**src/spg_pkg.sv**
```systemverilog
// ----------------------------------------------------------------------------
// spg_pkg
// Shared constants, types and helpers of the spectrum peak gate smoother.
// ----------------------------------------------------------------------------
package spg_pkg;

   localparam int MAX_BINS    = 1024;
   localparam int SAMPLE_BITS = 24;

   localparam int IDX_W  = $clog2(MAX_BINS);        // bin position
   localparam int LEN_W  = IDX_W + 1;               // frame length, up to MAX_BINS
   localparam int POS_W  = IDX_W + 2;               // position arithmetic with headroom
   localparam int ADDR_W = IDX_W + 1;               // bank bit and position
   localparam int VAL_W  = SAMPLE_BITS + 2;         // quarter units

   localparam int WIN    = 7;                       // peak marks around a bin
   localparam int REACH  = 3;                       // gate distance

   localparam logic [LEN_W-1:0] LEN_RESET = LEN_W'(129);
   localparam logic [LEN_W-1:0] LEN_MIN   = LEN_W'(2);
   localparam logic [LEN_W-1:0] LEN_MAX   = LEN_W'(MAX_BINS);

   // one classified bin handed from front to back
   typedef struct packed {
      logic [SAMPLE_BITS-1:0] amplitude;
      logic [IDX_W-1:0]       bin;
      logic [LEN_W-1:0]       len;
      logic                   bank;
      logic                   full_frame;
      logic                   last;
      logic                   peak_prev;
      logic                   peak_last;
   } cmd_type;

   // peak summary of one bank
   typedef struct packed {
      logic [1:0]       count;
      logic [IDX_W-1:0] first;
      logic [IDX_W-1:0] final_pos;
   } peak_sum_type;

   // record one peak at a position
   function automatic peak_sum_type add_peak(peak_sum_type s, logic [IDX_W-1:0] pos);
      peak_sum_type r;
      r = s;
      if (s.count == 2'd0) r.first = pos;
      r.final_pos = pos;
      if (s.count != 2'd2) r.count = s.count + 2'd1;
      return r;
   endfunction

endpackage

```
**src/spg_if.sv**
```systemverilog
// ----------------------------------------------------------------------------
// spg_req_if / spg_rsp_if
// Valid/ready channels for incoming bins and outgoing smoothed bins.
// ----------------------------------------------------------------------------
interface spg_req_if;
   logic                            valid;
   logic                            ready;
   logic [spg_pkg::SAMPLE_BITS-1:0] amplitude;

   modport source (output valid, output amplitude, input ready);
   modport sink (input valid, input amplitude, output ready);
endinterface


```
**src/spg_front.sv**
```systemverilog
// ----------------------------------------------------------------------------
// spg_front
// Accepts bins, tracks frame position and bank, detects local maxima.
// ----------------------------------------------------------------------------
module spg_front (
   input  logic                         clock,
   input  logic                         reset,
   spg_req_if.sink                      req,
   input  logic                         csr_write_enable,
   input  logic [spg_pkg::LEN_W-1:0]    csr_write_data,
   output logic                         push_valid,
   input  logic                         push_ready,
   output spg_pkg::cmd_type             push_data
);

   logic [spg_pkg::LEN_W-1:0]       length_ff;
   logic [spg_pkg::IDX_W-1:0]       counter_ff, counter_in;
   logic                            bank_ff, bank_in;
   logic                            full_ff, full_in;
   logic [spg_pkg::SAMPLE_BITS-1:0] prior0_ff, prior0_in;
   logic [spg_pkg::SAMPLE_BITS-1:0] prior1_ff, prior1_in;

   logic [spg_pkg::LEN_W-1:0] len;
   logic [spg_pkg::IDX_W-1:0] pos;
   logic                      is_last;
   logic                      accept;

   // clamp the configured length
   always_comb begin
      len = length_ff;
      if (length_ff < spg_pkg::LEN_MIN) len = spg_pkg::LEN_MIN;
      if (length_ff > spg_pkg::LEN_MAX) len = spg_pkg::LEN_MAX;
   end

   // position, restarting if the length shrank below it
   assign pos     = ({1'b0, counter_ff} >= len) ? '0 : counter_ff;
   assign is_last = ({1'b0, pos} == len - spg_pkg::LEN_W'(1));

   assign req.ready  = push_ready;
   assign push_valid = req.valid;
   assign accept     = req.valid && push_ready;

   // classify the transaction
   always_comb begin
      push_data            = '0;
      push_data.amplitude  = req.amplitude;
      push_data.bin        = pos;
      push_data.len        = len;
      push_data.bank       = bank_ff;
      push_data.full_frame = full_ff;
      push_data.last       = is_last;
      if (pos == spg_pkg::IDX_W'(1))
         push_data.peak_prev = prior0_ff > req.amplitude;
      else if (pos >= spg_pkg::IDX_W'(2))
         push_data.peak_prev = (prior0_ff > prior1_ff) && (prior0_ff >= req.amplitude);
      push_data.peak_last = is_last && (req.amplitude > prior0_ff);
   end

   // frame tracking
   always_comb begin
      counter_in = counter_ff;
      bank_in    = bank_ff;
      full_in    = full_ff;
      prior0_in  = prior0_ff;
      prior1_in  = prior1_ff;
      if (accept) begin
         prior1_in = prior0_ff;
         prior0_in = req.amplitude;
         if (is_last) begin
            counter_in = '0;
            bank_in    = !bank_ff;
            full_in    = 1'b1;
         end else begin
            counter_in = pos + spg_pkg::IDX_W'(1);
         end
      end
   end

   always_ff @(posedge clock) begin
      if (reset) begin
         length_ff  <= spg_pkg::LEN_RESET;
         counter_ff <= '0;
         bank_ff    <= 1'b0;
         full_ff    <= 1'b0;
         prior0_ff  <= '0;
         prior1_ff  <= '0;
      end else begin
         if (csr_write_enable) length_ff <= csr_write_data;
         counter_ff <= counter_in;
         bank_ff    <= bank_in;
         full_ff    <= full_in;
         prior0_ff  <= prior0_in;
         prior1_ff  <= prior1_in;
      end
   end

endmodule

```
**src/flat_wrapper.sv**
```systemverilog
// flat-port wrapper written by rule: the top's interface ports become plain ports
module spg_front_flat 
  (clock, reset, csr_write_enable, csr_write_data, push_valid, push_ready, push_data, req_valid, req_amplitude, req_ready);
  spg_req_if req_i ();
  input  logic clock;
  input  logic reset;
  input  logic csr_write_enable;
  input  logic [spg_pkg::LEN_W-1:0] csr_write_data;
  output logic push_valid;
  input  logic push_ready;
  output spg_pkg::cmd_type push_data;
  input wire logic [$bits(req_i.valid)-1:0] req_valid;
  input wire logic [$bits(req_i.amplitude)-1:0] req_amplitude;
  output wire logic [$bits(req_i.ready)-1:0] req_ready;
  assign req_i.valid = req_valid;
  assign req_i.amplitude = req_amplitude;
  assign req_ready = req_i.ready;
  spg_front u_core (.clock(clock), .reset(reset), .req(req_i), .csr_write_enable(csr_write_enable), .csr_write_data(csr_write_data), .push_valid(push_valid), .push_ready(push_ready), .push_data(push_data));
endmodule
```
**config.mk**
```make
export PLATFORM = sky130hd
export DESIGN_NAME = spg_front_flat
export DESIGN_NICKNAME = d
export VERILOG_FILES = /design/src/spg_pkg.sv /design/src/spg_if.sv /design/src/spg_front.sv /design/src/flat_wrapper.sv
export SDC_FILE = /design/constraint.sdc
export NUM_CORES = 1
export LEC_CHECK = 0
export ABC_AREA = 1
export BUFFER_PORTS_ARGS = -buffer_cell sky130_fd_sc_hd__buf_4
export CAP_MARGIN = 10
export CORE_MARGIN = 8
export CORE_UTILIZATION = 40
export DETAILED_ROUTE_END_ITERATION = 8
export GPL_TIMING_DRIVEN = 0
export PLACE_DENSITY = 0.62
export SLEW_MARGIN = 10
export SYNTH_ARGS = -nofsm -noshare
export SYNTH_HDL_FRONTEND = slang
export SYNTH_SLANG_ARGS = --single-unit
```
**constraint.sdc**
```tcl
create_clock -name clock -period 6.6 [get_ports clock]
set_input_delay 1.32 -clock clock [delete_from_list [all_inputs] [get_ports clock]]
set_output_delay 1.32 -clock clock [all_outputs]
set_load 0.02 [all_outputs]
```
* Word-level counts from Yosys, hierarchy flattened *
Cells that the tools add are included.
Widths: inputs -> output; s select.

word-level totals
  register bits after elaboration = 71
  logic and storage cells = 29
  output and inout bits = 52

operators by class
  equality and inequality tests = 2
  $lt $le $gt $ge = 8
  multiplexer cells = 6
  reductions and logical operators = 5
  add/subtract/negate cells = 2

operators by type and width
  kind                   count
  $gt 24x24->1           3
  $ge 24x24->1           1
  $mux 11                2
  $mux 10                2
  $eq 10x11->1           1
  $ge 10x11->1           1
  $gt 11x11->1 const B   1
  $lt 11x2->1 const B    1
  $sub 11x1->11 const B  1
  $add 10x1->10 const B  1
  $eq 10x1->1 const B    1
  $ge 10x2->1 const B    1
  $logic_and 1x1->1      3
  $mux 1                 2
  $reduce_and 2->1       1
  $logic_not 1->1        1

* Logic depth before layout (Yosys ltp) *
  depth in word-level cells = 8
  gate-level depth with buffers = 27
  mapped depth without buffers = 26

* Worst setup path after synthesis *
No wires, ideal clock.

  path kind = flip-flop to output port
  from = register u_core.length_ff[2] (netlist bit)
  to = output push_data[0] (netlist bit)
  arrival time = 3054 ps
  buffers on the path = 0
  slack = 2226 ps
  stages on the path, launching flop included = 22
  path through = dfxtp_1 > nor2_1 > nand2_1 > nor2_2 > nand2_2 > nand2_4 > nand3_2 > inv_1 > ha_1 > nand2_1 > nor2_1 > nand3_1 > nand2_1 > inv_1 > nand2_2 > nor2_2 > xor2_1 > nor2_2 > nand2_1 > nor2_1 > nand3_1 > nor3_1

RTL lines
  what                      RTL line            source
  start: declaration        spg_front.sv:16     logic [spg_pkg::LEN_W-1:0] length_ff;
  start signal: assignment  spg_front.sv:81     length_ff <= spg_pkg::LEN_RESET;
  start signal: assignment  spg_front.sv:88     if (csr_write_enable) length_ff <= csr_write_data;
  end: declaration          flat_wrapper.sv:11  output spg_pkg::cmd_type push_data;

==> results.yml <==
status:
  status: "finished clean"
worst_setup_path:
  rr_worst_depth: 23
  worstSetupStartpoint: "u_core.length_ff[2]"
  timing.rr.start: "u_core.length_ff[2]"
  end_kind: "output port"
  crit_path_start_kind: "flop"
  crit_fanout: 10
  worstSetupPathType: "flop to output port"
  crit_required_ns: 5.28
  critPathArrivalTime_ns: 3.88
sta:
  worstMarginPinSlew_ns: 0.579
  tns_ns: 0
  rsz0062_at_grt: "false"
  setup_viol_count_final: 0
  relSlewSlack_pct: 61.4
  period_share_pct: 78.7
  finalClockSkew_ns: 0.00526
  maxSlewViolCount: 0
  hold_ws_ns: 0.460
  hold_violations: 0
  max_freq_ghz: 0.192
  fin_crit_ns: 5.20
die:
  row_count: 41
  start_util_pct: 40.4
  die_h_um: 128
  ios: 92
  die-width_um: 128
  core_um2: 12500
  die_area_um2: 16400
cts:
  numCtsBuffers: 9
  h-tree-depth: 3
  cts_resized: 0
  root_buffer: "clkbuf_16"
  numClockSinks: 71
  cts_tree: "yes"
  hold_buffers: 0
  post_cts.repair.setup_buffers: 0
  clk_pin_slew_ns: 0.06
  clk_latency_ns: 0.33
  clock_path_buffers: 2
pwr:
  vdd_drop_max_uv: 107
  p_leak_nw: 3.09
  powerDensity_nw_per_um2: 220
logic_synthesis:
  synthTopCellsByArea: "dfxtp_1, ha_1, nand2_1"
  ys_types: 39
  synth_edf_count: 0
  yosysTopAreaCellShare_pct: 28.2
  synth_seq_area_share_pct: 28.2
  syn_inst: 731
  ys_seq_elements: 71
  synth_top_area_cell: "dfxtp_1"
  mappedNetlistNets: 833
  async_reset_ff_share_pct: 0
  yosysWarnings: 0
  syn_area_um2: 5040
  postSynthAreaPerCell_um2: 6.89
  synth-main-ff-cell: "dfxtp_1"
global_routing:
  grt_pass1_wl_um: 23400
  grt_max_degree: 12
  grt_use_total_pct: 17.6
  grt_pass1_vias: 4917
  antenna_found_initial: 0
  grt_overflow: 0
route:
  wl_met1_um: 6350
  wl_um: 14100
  viasPerCell: 4.89
  remaining_drc_errors: 0
  wire_per_inst_um: 14.0
  dr_wl_met3_um: 505
  drtAntennaViolNets: 0
  wl_met2_um: 7070
  drtPass1Iterations: 5
  drt-initial-drc-count: 289
  vias: 4939
  routed.top_layer: "met4"
place:
  dp_hpwl_um: 11700
  placedCellCount: 993
  gp_congestion: 0.879
  portBuffers: 90
finish:
  syn2layout_area_growth_pct: 24.2
  fillers: 1270
  layout-drive-gt1-share_pct: 19.6
  diodes: 0
  fin_nets: 934
  final_cells: 1009
worst_hold_path:
  worstHoldStart: "u_core.prior1_ff[19]"
  hold_path_class: "flop to flop"
  hold_depth: 2
flow_run:
  drv_cap: 0
==> path summary, 6_finish.rpt <==
path,to,slack (ns)
max,push_data[1],1.40
min,u_core.prior1_ff[19],0.46
max reg2reg,u_core.counter_ff[8],2.99
min reg2reg,u_core.prior1_ff[19],0.46
==> power breakdown <==
group	switching [mW]	internal (mW)
Clock	0.179	0.344
Sequential	0.0207	0.456
Combinational	0.226	0.148
==> cell families after synthesis <==
logic type | after synthesis | synth area share, %
xor gates and xnor gates | 6 | 1.04
and+or+nand+nor | 265 | 23.3
AOI/OAI and AO/OA | 167 | 17.5
adders and majority gates | 62 | 15.4
buffers and inverters | 160 | 14.6
DFF | 71 | 28.2
==> flip-flops by register name (all words and copies together) (netlist names) <==
name / cells
u_core.bank_ff: 1
u_core.prior0_ff: 24
u_core.counter_ff: 10
u_core.prior1_ff: 24
u_core.full_ff: 1
u_core.length_ff: 11
==> critical path: stages, from the launching register on <==
cell     delay (ns)
dfxtp_1        0.37
nor2_1         0.14
nand2_1        0.08
nor2_2         0.14
nand2_2        0.08
nand2_4        0.11
buf_6          0.15
nand2_1        0.10
ha_1           0.33
nand2_1        0.10
nor2_1         0.05
nor2_1         0.16
nor2_1         0.08
nor2_2         0.15
nand2_2        0.13
nor2_2         0.25
inv_1          0.10
ha_1           0.21
nor4_1         0.30
nand2_1        0.15
nand3_1        0.11
a21oi_1        0.08
buf_4          0.17
==> layer usage <==
layer / vias up / global-route usage [%]
met4: 0 / 5.73
met1: 2263 / 20.1
met2: 80 / 32.0
li1: 2580 / -
met3: 16 / 3.45
met5: - / 0
==> final cells by class <==
| class | instances | area, µm² | share of cell area [%] |
|---|---|---|---|
| clock inverters | 2 | 35.0 | 0.560 |
| plain buffers | 53 | 332 | 5.30 |
| flip-flops and latches | 71 | 1420 | 22.7 |
| repair buffers | 90 | 676 | 10.8 |
| clock buffers | 14 | 294 | 4.70 |
| well taps | 172 | 215 | 3.44 |
| multi-input cells | 500 | 2880 | 46.1 |
| inverters | 107 | 402 | 6.42 |
==> layout by cell type (no fill, tap or decap), drive strengths merged, types with 2 or more instances in the layout <==
master,count
clkinv,2
nor3,5
o211ai,2
ha,62
nor2,65
buf,126
o21ai,76
nand2,137
o41ai,2
dfxtp,71
nor4,3
clkbuf,31
a211oi,3
nand3,43
a21oi,76
a31oi,2
nand4,10
xor2,5
inv,106
==> through the flow <==
step                      instance area, µm²  utilization, %  worst slack, ns  total power [mW]
after floorplan                         5040               -             2.23             0.736
after global placement                  5930            47.5             1.81             0.851
after detailed placement                5930            47.5             1.74             0.860
after CTS                               6260            50.2             1.38              1.38
after global routing                    6260            50.2             1.02              1.45
final                                   6260            50.2             1.40              1.37
==> synthesized netlist by cell type (all sizes together), types with 10 or more instances <==
library cell    n
nor2           65
nand4          10
clkbuf         17
nand2         137
dfxtp          71
inv           106
o21ai          76
a21oi          76
nand3          43
buf            36
ha             62
Power figures use the tool's default switching activity.
