**config.mk**
```make
export PLATFORM = sky130hd
export DESIGN_NAME = spg_queue
export DESIGN_NICKNAME = d
export VERILOG_FILES = /design/src/spg_pkg.sv /design/src/spg_queue.sv
export SDC_FILE = /design/constraint.sdc
export NUM_CORES = 1
export LEC_CHECK = 0
export ABC_AREA = 1
export BUFFER_PORTS_ARGS = -buffer_cell sky130_fd_sc_hd__buf_2
export CORE_UTILIZATION = 54
export CTS_BUF_LIST = sky130_fd_sc_hd__clkbuf_4
export DETAILED_ROUTE_END_ITERATION = 6
export HOLD_SLACK_MARGIN = 0.05
export PLACE_DENSITY = 0.81
export REMOVE_ABC_BUFFERS = 1
export SLEW_MARGIN = 25
export SYNTH_ARGS = -nofsm -noshare
export SYNTH_HDL_FRONTEND = slang
export SYNTH_SLANG_ARGS = --single-unit
```
**constraint.sdc**
```tcl
create_clock -name clock -period 3.5 [get_ports clock]
set_clock_uncertainty 0.15 [all_clocks]
set_input_delay 0.525 -clock clock [delete_from_list [all_inputs] [get_ports clock]]
set_output_delay 0.525 -clock clock [all_outputs]
set_load 0.01 [all_outputs]
```
**src/spg_pkg.sv**
```systemverilog
// ----------------------------------------------------------------------------
// spg_pkg
// Shared constants, types and helpers of the spectrum peak gate smoother.
// ----------------------------------------------------------------------------
package spg_pkg;

   localparam int MAX_BINS    = 1024;
   localparam int SAMPLE_BITS = 24;

   localparam int IDX_W  = $clog2(MAX_BINS);        // bin position
   localparam int LEN_W  = IDX_W + 1;               // frame length, up to MAX_BINS
   localparam int POS_W  = IDX_W + 2;               // position arithmetic with headroom
   localparam int ADDR_W = IDX_W + 1;               // bank bit and position
   localparam int VAL_W  = SAMPLE_BITS + 2;         // quarter units

   localparam int WIN    = 7;                       // peak marks around a bin
   localparam int REACH  = 3;                       // gate distance

   localparam logic [LEN_W-1:0] LEN_RESET = LEN_W'(129);
   localparam logic [LEN_W-1:0] LEN_MIN   = LEN_W'(2);
   localparam logic [LEN_W-1:0] LEN_MAX   = LEN_W'(MAX_BINS);

   // one classified bin handed from front to back
   typedef struct packed {
      logic [SAMPLE_BITS-1:0] amplitude;
      logic [IDX_W-1:0]       bin;
      logic [LEN_W-1:0]       len;
      logic                   bank;
      logic                   full_frame;
      logic                   last;
      logic                   peak_prev;
      logic                   peak_last;
   } cmd_type;

   // peak summary of one bank
   typedef struct packed {
      logic [1:0]       count;
      logic [IDX_W-1:0] first;
      logic [IDX_W-1:0] final_pos;
   } peak_sum_type;

   // record one peak at a position
   function automatic peak_sum_type add_peak(peak_sum_type s, logic [IDX_W-1:0] pos);
      peak_sum_type r;
      r = s;
      if (s.count == 2'd0) r.first = pos;
      r.final_pos = pos;
      if (s.count != 2'd2) r.count = s.count + 2'd1;
      return r;
   endfunction

endpackage

```
**src/spg_queue.sv**
```systemverilog
// ----------------------------------------------------------------------------
// spg_queue
// Two-entry queue of classified bins between front and back.
// ----------------------------------------------------------------------------
module spg_queue (
   input  logic             clock,
   input  logic             reset,
   input  logic             push_valid,
   output logic             push_ready,
   input  spg_pkg::cmd_type push_data,
   output logic             pop_valid,
   input  logic             pop_ready,
   output spg_pkg::cmd_type pop_data
);

   spg_pkg::cmd_type slot_ff [2];
   logic             wr_ff, rd_ff;
   logic [1:0]       fill_ff;
   logic             push, pop;

   assign push_ready = (fill_ff != 2'd2);
   assign pop_valid  = (fill_ff != 2'd0);
   assign pop_data   = slot_ff[rd_ff];
   assign push       = push_valid && push_ready;
   assign pop        = pop_valid && pop_ready;

   // storage
   always_ff @(posedge clock) begin
      if (push) slot_ff[wr_ff] <= push_data;
   end

   // pointers and fill
   always_ff @(posedge clock) begin
      if (reset) begin
         wr_ff   <= 1'b0;
         rd_ff   <= 1'b0;
         fill_ff <= '0;
      end else begin
         if (push) wr_ff <= !wr_ff;
         if (pop) rd_ff <= !rd_ff;
         if (push && !pop) fill_ff <= fill_ff + 2'd1;
         else if (pop && !push) fill_ff <= fill_ff - 2'd1;
      end
   end

endmodule

```
Word-level counts from Yosys, hierarchy flattened
Memory sizes are Yosys's and may differ from the RTL's. A register that Yosys moved wholly into a read port is not among the register bits.
Index checks and enable logic that the tools add are counted.
{"block": "word_totals", "mem_bits_ro": 0, "register_bits": 4, "wordCells": 23, "out_inout_bits": 52, "memories": 1, "latchBits": 0, "ramBits": 100}
{"block": "op_classes", "multipliers": 0, "eq_ne": 1, "n_lt_le_gt_ge": 0, "add_sub_neg": 2, "bitwise": 0, "shift": 0, "n_div": 0, "n_mux": 6, "reduce_logical": 10}
{"name": "slot_ff", "words": 2, "width": 50, "rd": 1, "rd_clocked_by_memory_dff": 1, "wr": 1, "line_no": "spg_queue.sv:16", "rtl": "spg_pkg::cmd_type slot_ff [2];"}
{"operator": "logical AND 1 bit", "count": 4}
{"operator": "zero test 1 bit", "count": 4}
{"operator": "2-to-1 mux 1 bit", "count": 4}
{"operator": "2-to-1 mux 2 bit", "count": 2}
{"operator": "nonzero test 2 bit", "count": 2}
{"operator": "adder 2 x 1 -> 2 bit, second input constant", "count": 1}
{"operator": "inequality test 2 bit, second input constant", "count": 1}
{"operator": "subtractor 2 x 1 -> 2 bit, second input constant", "count": 1}

Longest topological paths before layout
Gate-level depths: netlist of run 1.
{"block": "logic_depth", "depth_word": 6, "ltp_mapped": 11, "ltp_nobuf": 11}

Worst setup path after synthesis of run 1
No wires, ideal clock.
{"block": "synth_path", "path_type": "input-to-reg", "start": "input port push_valid", "end": "memory slot_ff[0][0] (netlist name) (enable)", "n_path_buf": 0, "slack_ps": 178, "setup_ps": 458, "arrival_time_ps": 2715, "required_ps": 2892, "stages": 2, "path_cell_list": "nand2_1 nor2_1"}
{"block": "synth_via", "elab_chain_cells": 3}
{"item": "from (decl)", "line_no": "spg_queue.sv:8", "rtl": "input logic push_valid,"}
{"item": "logical AND 1 bit", "line_no": "spg_queue.sv:24", "rtl": "assign push = push_valid && push_ready;"}
{"item": "2-to-1 mux 1 bit", "line_no": "spg_queue.sv:29", "rtl": "if (push) slot_ff[wr_ff] <= push_data;"}
{"item": "2-to-1 mux 1 bit (implied by the code)", "line_no": "spg_queue.sv:29"}
{"item": "to (decl)", "line_no": "spg_queue.sv:16"}
Every way passes these cells.

==> run summary, run 1 <==
Resized Gates After CTS - 0
Die H - 89.2 um
Max VDD drop - 576 uV
Final setup viols - 0
Status - finished clean
Critical-path maximum fanout - 50
Overall Global Routing Usage - 17.1%
Most used routing layer - met2
Synth Area in Compound Gates - 0.488%
Detailed Place HPWL - 4520 um
Top FF cell, synth - edfxtp_1
RePlAce Congestion - 0.738
XOR/XNOR share of the synthesized area - 0%
DR vias/cell - 4.94
Clock tree root buffer cell - clkbuf_4
# fillers - 544
Post-DR wirelength/cell - 15.5 um
Mapped Cells - 193
Cell Area, Synth - 4100 um2
Critical Path Source Type - flop
Ant. Diodes - 0
Number of synthesized flops with an enable pin - 100
Worst-path clk slew - 0.15 ns
Core area - 7290 um2
Synth Warn # - 0
Vias in the first global route - 2,049
Critical path endpoint category - output port
Clk Latency, worst-skew pair - 0.42 ns
Met3 usage - 8.22%
Drt pass-1 iters - 4
Power per standard cell area - 646 nW/um2
Placed Instances - 395
Row cnt - 31
Slew Limit Headroom - 37.0%
Most frequent cells after synthesis - edfxtp_1, mux2_4, nand2_1
Sequential-to-total area share from yosys stat - 75.6%
# IOs - 106
Initial antenna violation count - 0
Post-synthesis simple-gate area fraction - 1.86%
Area Growth Syn to Fin - 17.7%
Final TNS setup - 0 ns
GRT met1 Usage - 19.3%
Top-area cell type share of the netlist area - 73.2%
Total grt overflow - 0
Number of port buffers - 105
Hold Vio Cnt, Final - 0
DIE AREA - 7950 um2
Max-cap violation count - 0
Total number of vias - 2,032
Syn_area_per_cell - 21.3 um2
Area leader, netlist - edfxtp_1
Worst-Margin Slew - 0.945 ns
Clock sink count - 105
Adder-cell share of the synthesized area - 0.305%
Async SR Flop Fraction - 0%
WS Path Type - reg2out
Data arrival, critical path - 1.96 ns
Netlist cell types - 13
Post-Layout Cell Count - 411
Leakage power - 1.93 nW
DR iter-0 viols - 139
Final slew viol count - 0
CTS Buf Count - 9
RSZ-0062 raised after global routing - no
Drt drc - 0
Main area contributors after synthesis - edfxtp_1, mux2_4, buf_12, dfxtp_1, nand2_1
Initial Util - 56.3%
Most frequent cell after synthesis - edfxtp_1
Crit path time final - 2.63 ns
Final wirelength - 6360 um
Fmax - 380 MHz
CTS HTree Levels - 3
ANT nets after route - 0
CP Data Required Time - 2.82 ns
GR Layer Usage met2 - 29.2%
First-pass GRT wire length - 9510 um
Chip width - 89.2 um
Number of synthesized register bits - 105
Largest family of logic cells by synthesized area - multiplexers
Hold WS - 0.123 ns
Hold WC Path Type - in2reg
Crit share post-route - 75.2%
Mux cell area share after synthesis - 18.3%
Share of cells above drive strength 1 - 57.1%
Post CTS Setup Buffer Count - 0
Largest net degree at the start of global routing - 51
CTS tree - built
CTS Hold Bufs - 0
Layout Nets - 362
CTS Buffer Depth - 2
## where the power goes
part | total, mW | switching (mW) | internal, mW | leakage [nW]
clock | 0.581 | 0.348 | 0.233 | 0.0691
combinational | 0.816 | 0.366 | 0.450 | 0.885
sequential | 1.73 | 0.138 | 1.59 | 0.975
total | 3.12 | 0.852 | 2.27 | 1.93
## worst paths after layout
kind / from / endpoint / slack, ns / cells past startpoint
worst max-delay path: flop / pop_data[12] / 0.87 / 2
worst min-delay path: push_data[33] / slot_ff[0][33]$_DFFE_PP_ / 0.12 / 1
worst max register to register: fill_ff[0]$_SDFFE_PP0P_ / slot_ff[0][17]$_DFFE_PP_ / 1.41 / 5
worst min register to register: rd_ff$_SDFFE_PP0P_ / rd_ff$_SDFFE_PP0P_ / 0.39 / 2
## worst max-delay path, stage by stage, from the launching register on
cell     delay (ns)
dfxtp_4        0.99
mux2_4         0.36
buf_2          0.14
## registers in the layout, indices dropped and copies added, names as in the netlist, named ones only
| signal | cells |
|---|---|
| slot_ff | 100 |
| fill_ff | 2 |
| rd_ff | 1 |
| wr_ff | 1 |
## metrics by stage
step / setup slack (ns) / area (um2) / total power, mW / util (%)
floorplan: 0.178 / 3990 / 2.30 / -
global placement: 1.29 / 4690 / 2.56 / 64.3
detailed placement: 1.28 / 4690 / 2.59 / 64.3
CTS: 0.815 / 4830 / 3.17 / 66.2
global route: 0.725 / 4830 / 3.30 / 66.2
finish: 0.869 / 4830 / 3.12 / 66.2
## final cells by class
cell class              count  area [um2]  area share (%)
clock buffers              11        82.6            1.71
clock inverters             5        57.6            1.19
inverters                   8        30.0           0.622
multi-input cells          74         875            18.1
flip-flops and latches    105        3110            64.3
well taps                  99         124            2.56
repair buffers            109         556            11.5
## placed cells by master (no fill, tap or decap), drive strengths merged
cell | Yosys | final
inv | 8 | 8
clkinv | 0 | 1
a21oi | 2 | 2
mux2 | 50 | 50
nand3 | 2 | 2
edfxtp | 100 | 100
nand2 | 9 | 9
clkinvlp | 0 | 3
dfxtp | 5 | 5
buf | 6 | 109
bufinv | 0 | 1
nor2 | 7 | 7
o21ai | 2 | 2
clkbuf | 0 | 11
nand4 | 1 | 1
ha | 1 | 1
## per-layer routing
| layer | part of all wire [%] | vias to the layer above |
|---|---|---|
| li1 | - | 965 |
| met1 | 40 | 974 |
| met2 | 51 | 89 |
| met3 | 8.2 | 4 |
| met4 | 0.72 | 0 |
| met5 | 0 | - |
## cells by family after synthesis
kind of cell,Yosys count
AOI/OAI and AO/OA,4
adders and majority gates,1
buffers and inverters,14
DFF,105
muxes,50
and+or+nand+nor,19
(Power assumes the default switching activity.)
==> inputs of run 2 (changes only) <==
- CORE_UTILIZATION: 54 -> 49
- PLACE_DENSITY: 0.81 -> 0.78
- clock period: 3.5 -> 2.4 ns (I/O delays scaled with it)
==> run 2 against run 1 <==
Against the previous run:
- combinational power up 74%
- first-iteration DRC count shrank 73%
- worst hold slack worse by 0.027 ns
- critical path depth is 1 higher
- cell area up 12%
- highest routed layer unchanged
==> run summary, run 2 (same netlist as run 1, synthesis figures left out) <==
# fillers - 591 (+8.6%)
Initial antenna violation count - 0 (unchanged)
Critical R2R Launch - fill_ff[0]$_SDFFE_PP0P_
Total grt overflow - 0 (unchanged)
CTS HTree Levels - 3 (unchanged)
# IOs - 106 (unchanged)
Hold WC Path Type - in2reg
Detailed Place HPWL - 4230 um (-6.3%)
Post-DR wirelength/cell - 14.5 um (-6.4%)
WS Path Type - reg2out
Drt pass-1 iters - 4 (unchanged)
Power per standard cell area - 868 nW/um2 (+34%)
DR vias/cell - 4.76 (-3.7%)
Max VDD drop - 644 uV (+12%)
CTS tree - built
Leakage power - 2.16 nW (+12%)
Clock sink count - 105 (unchanged)
Hold Vio Cnt, Final - 0 (unchanged)
Min-delay src - pop_ready
Status - finished clean
Layout Nets - 415 (+15%)
Overall Global Routing Usage - 16.1% (-1.1 points)
Biggest regs - slot_ff (100), fill_ff (2)
Crit share post-route - 86.0%
Core area - 8180 um2 (+12%)
Initial Util - 50.2% (-6.1 points)
DIE AREA - 8750 um2 (+10%)
Top reg by flops - slot_ff
Data arrival, critical path - 1.55 ns (-0.41 ns)
Die H - 93.5 um (+4.9%)
RSZ-0062 raised after global routing - no
Reg2Reg Depth - 9 (+4)
Number of flip-flops under the largest register name - 100 (unchanged)
CTS Buffer Depth - 2 (unchanged)
Worst-path clk slew - 0.14 ns (about the same)
Largest net degree at the start of global routing - 32 (-37%)
Area Growth Syn to Fin - 31.4%
Critical path endpoint category - output port
CTS Buf Count - 9 (unchanged)
FF-to-FF setup slack - 0.60 ns (-0.81 ns)
Row cnt - 33 (+6.5%)
Post CTS Setup Buffer Count - 0 (unchanged)
Max-cap violation count - 0 (unchanged)
Clock tree root buffer cell - clkbuf_4
Chip width - 93.5 um (+4.9%)
ANT nets after route - 0 (unchanged)
Critical Path Source Type - flop
Reg area - 3110 um2 (unchanged)
Number of port buffers - 105 (unchanged)
Multi-input logic area - 875 um2 (unchanged)
Tot Pwr - 4.68 mW (+50%)
Crit path time final - 2.06 ns
First-pass GRT wire length - 10,200 um (+7.0%)
Share of cells above drive strength 1 - 49.0% (-8.0 points)
Fmax - 484 MHz
Ant. Diodes - 0 (unchanged)
Slew Limit Headroom - 72.4% (+35 points)
Total number of vias - 2,238 (+10%)
RePlAce Congestion - 0.690 (-6.4%)
Placed Instances - 403 (+2.0%)
Post-Layout Cell Count - 470 (+14%)
Drt drc - 0 (unchanged)
Final TNS setup - 0 ns (unchanged)
Final setup viols - 0 (unchanged)
Worst-Margin Slew - 0.415 ns (-0.531 ns)
Worst Hold Path EP - rd_ff$_SDFFE_PP0P_
Final wirelength - 6800 um (+7.0%)
CP Data Required Time - 1.89 ns (-0.93 ns)
Worst R2R End - fill_ff[1]$_SDFFE_PP0P_
Vias in the first global route - 2,316 (+13%)
Final slew viol count - 0 (unchanged)
Most frequent cells in the layout - buf_2, edfxtp_1, dlygate4sd3_1, mux2_4, clkbuf_4
Commonest non-fill, non-tap cell in the layout - buf_2
DR iter-0 viols - 38 (-73%)
Clk Latency, worst-skew pair - 0.41 ns (about the same)
Critical-path maximum fanout - 31 (-38%)
Min-Delay Path Depth - 3 (+2)
## run 2: timing repair
action	in CTS	in global routing
gates resized for setup	0	0
hold endpoints to repair	101	0
hold buffers	51	0
## run 2: worst max path at each step
stage                                 start                      end  slack, ns  cells after the start
global route                           flop              pop_data[5]       0.27                      3
finish                                 flop             pop_data[46]       0.34                      3
global placement    fill_ff[0]$_SDFFE_PP0P_  slot_ff[0][0]$_DFFE_PP_       0.78                      5
floorplan           fill_ff[0]$_SDFFE_PP0P_  slot_ff[0][0]$_DFFE_PP_      -0.92                      4
detailed placement  fill_ff[0]$_SDFFE_PP0P_  fill_ff[1]$_SDFFE_PP0P_       0.65                      9
CTS                                    flop              pop_data[4]       0.31                      3
## run 2: per-layer routing
metal | vias to the layer above | GRT usage (%) | part of all wire, %
li1 | 1068 | - | -
met1 | 1088 | 17.8 | 40
met2 | 73 | 29.3 | 54
met3 | 9 | 3.50 | 4.0
met4 | 0 | 7.44 | 1.2
met5 | - | 0 | 0
## run 2: layout make-up
| cell class | count | share of cell area (%) |
|---|---|---|
| flip-flops and latches | 105 | 57.6 |
| inverters | 8 | 0.557 |
| multi-input cells | 74 | 16.2 |
| clock buffers | 10 | 1.39 |
| well taps | 105 | 2.44 |
| clock inverters | 6 | 1.25 |
| repair buffers | 162 | 20.5 |
## run 2: where the power goes
part | total, mW | switching [mW] | internal, mW
combinational | 1.42 | 0.681 | 0.735
sequential | 2.40 | 0.0810 | 2.32
clock | 0.867 | 0.532 | 0.335
## run 2: critical path, cell delays in order (launching register included)
cell     delay, ns
dfxtp_4       0.40
buf_12        0.24
mux2_4        0.33
buf_2         0.14
## run 2: stage by stage
step                      setup slack, ns  utilization (%)  hold WS [ns]  area, um2
after floorplan                    -0.916                -         0.309       3990
after global placement              0.782             58.0         0.331       4740
after detailed placement            0.649             58.0         0.347       4740
after CTS                           0.307             65.9        0.0636       5390
after global routing                0.271             65.9        0.0829       5390
final                               0.335             65.9        0.0958       5390
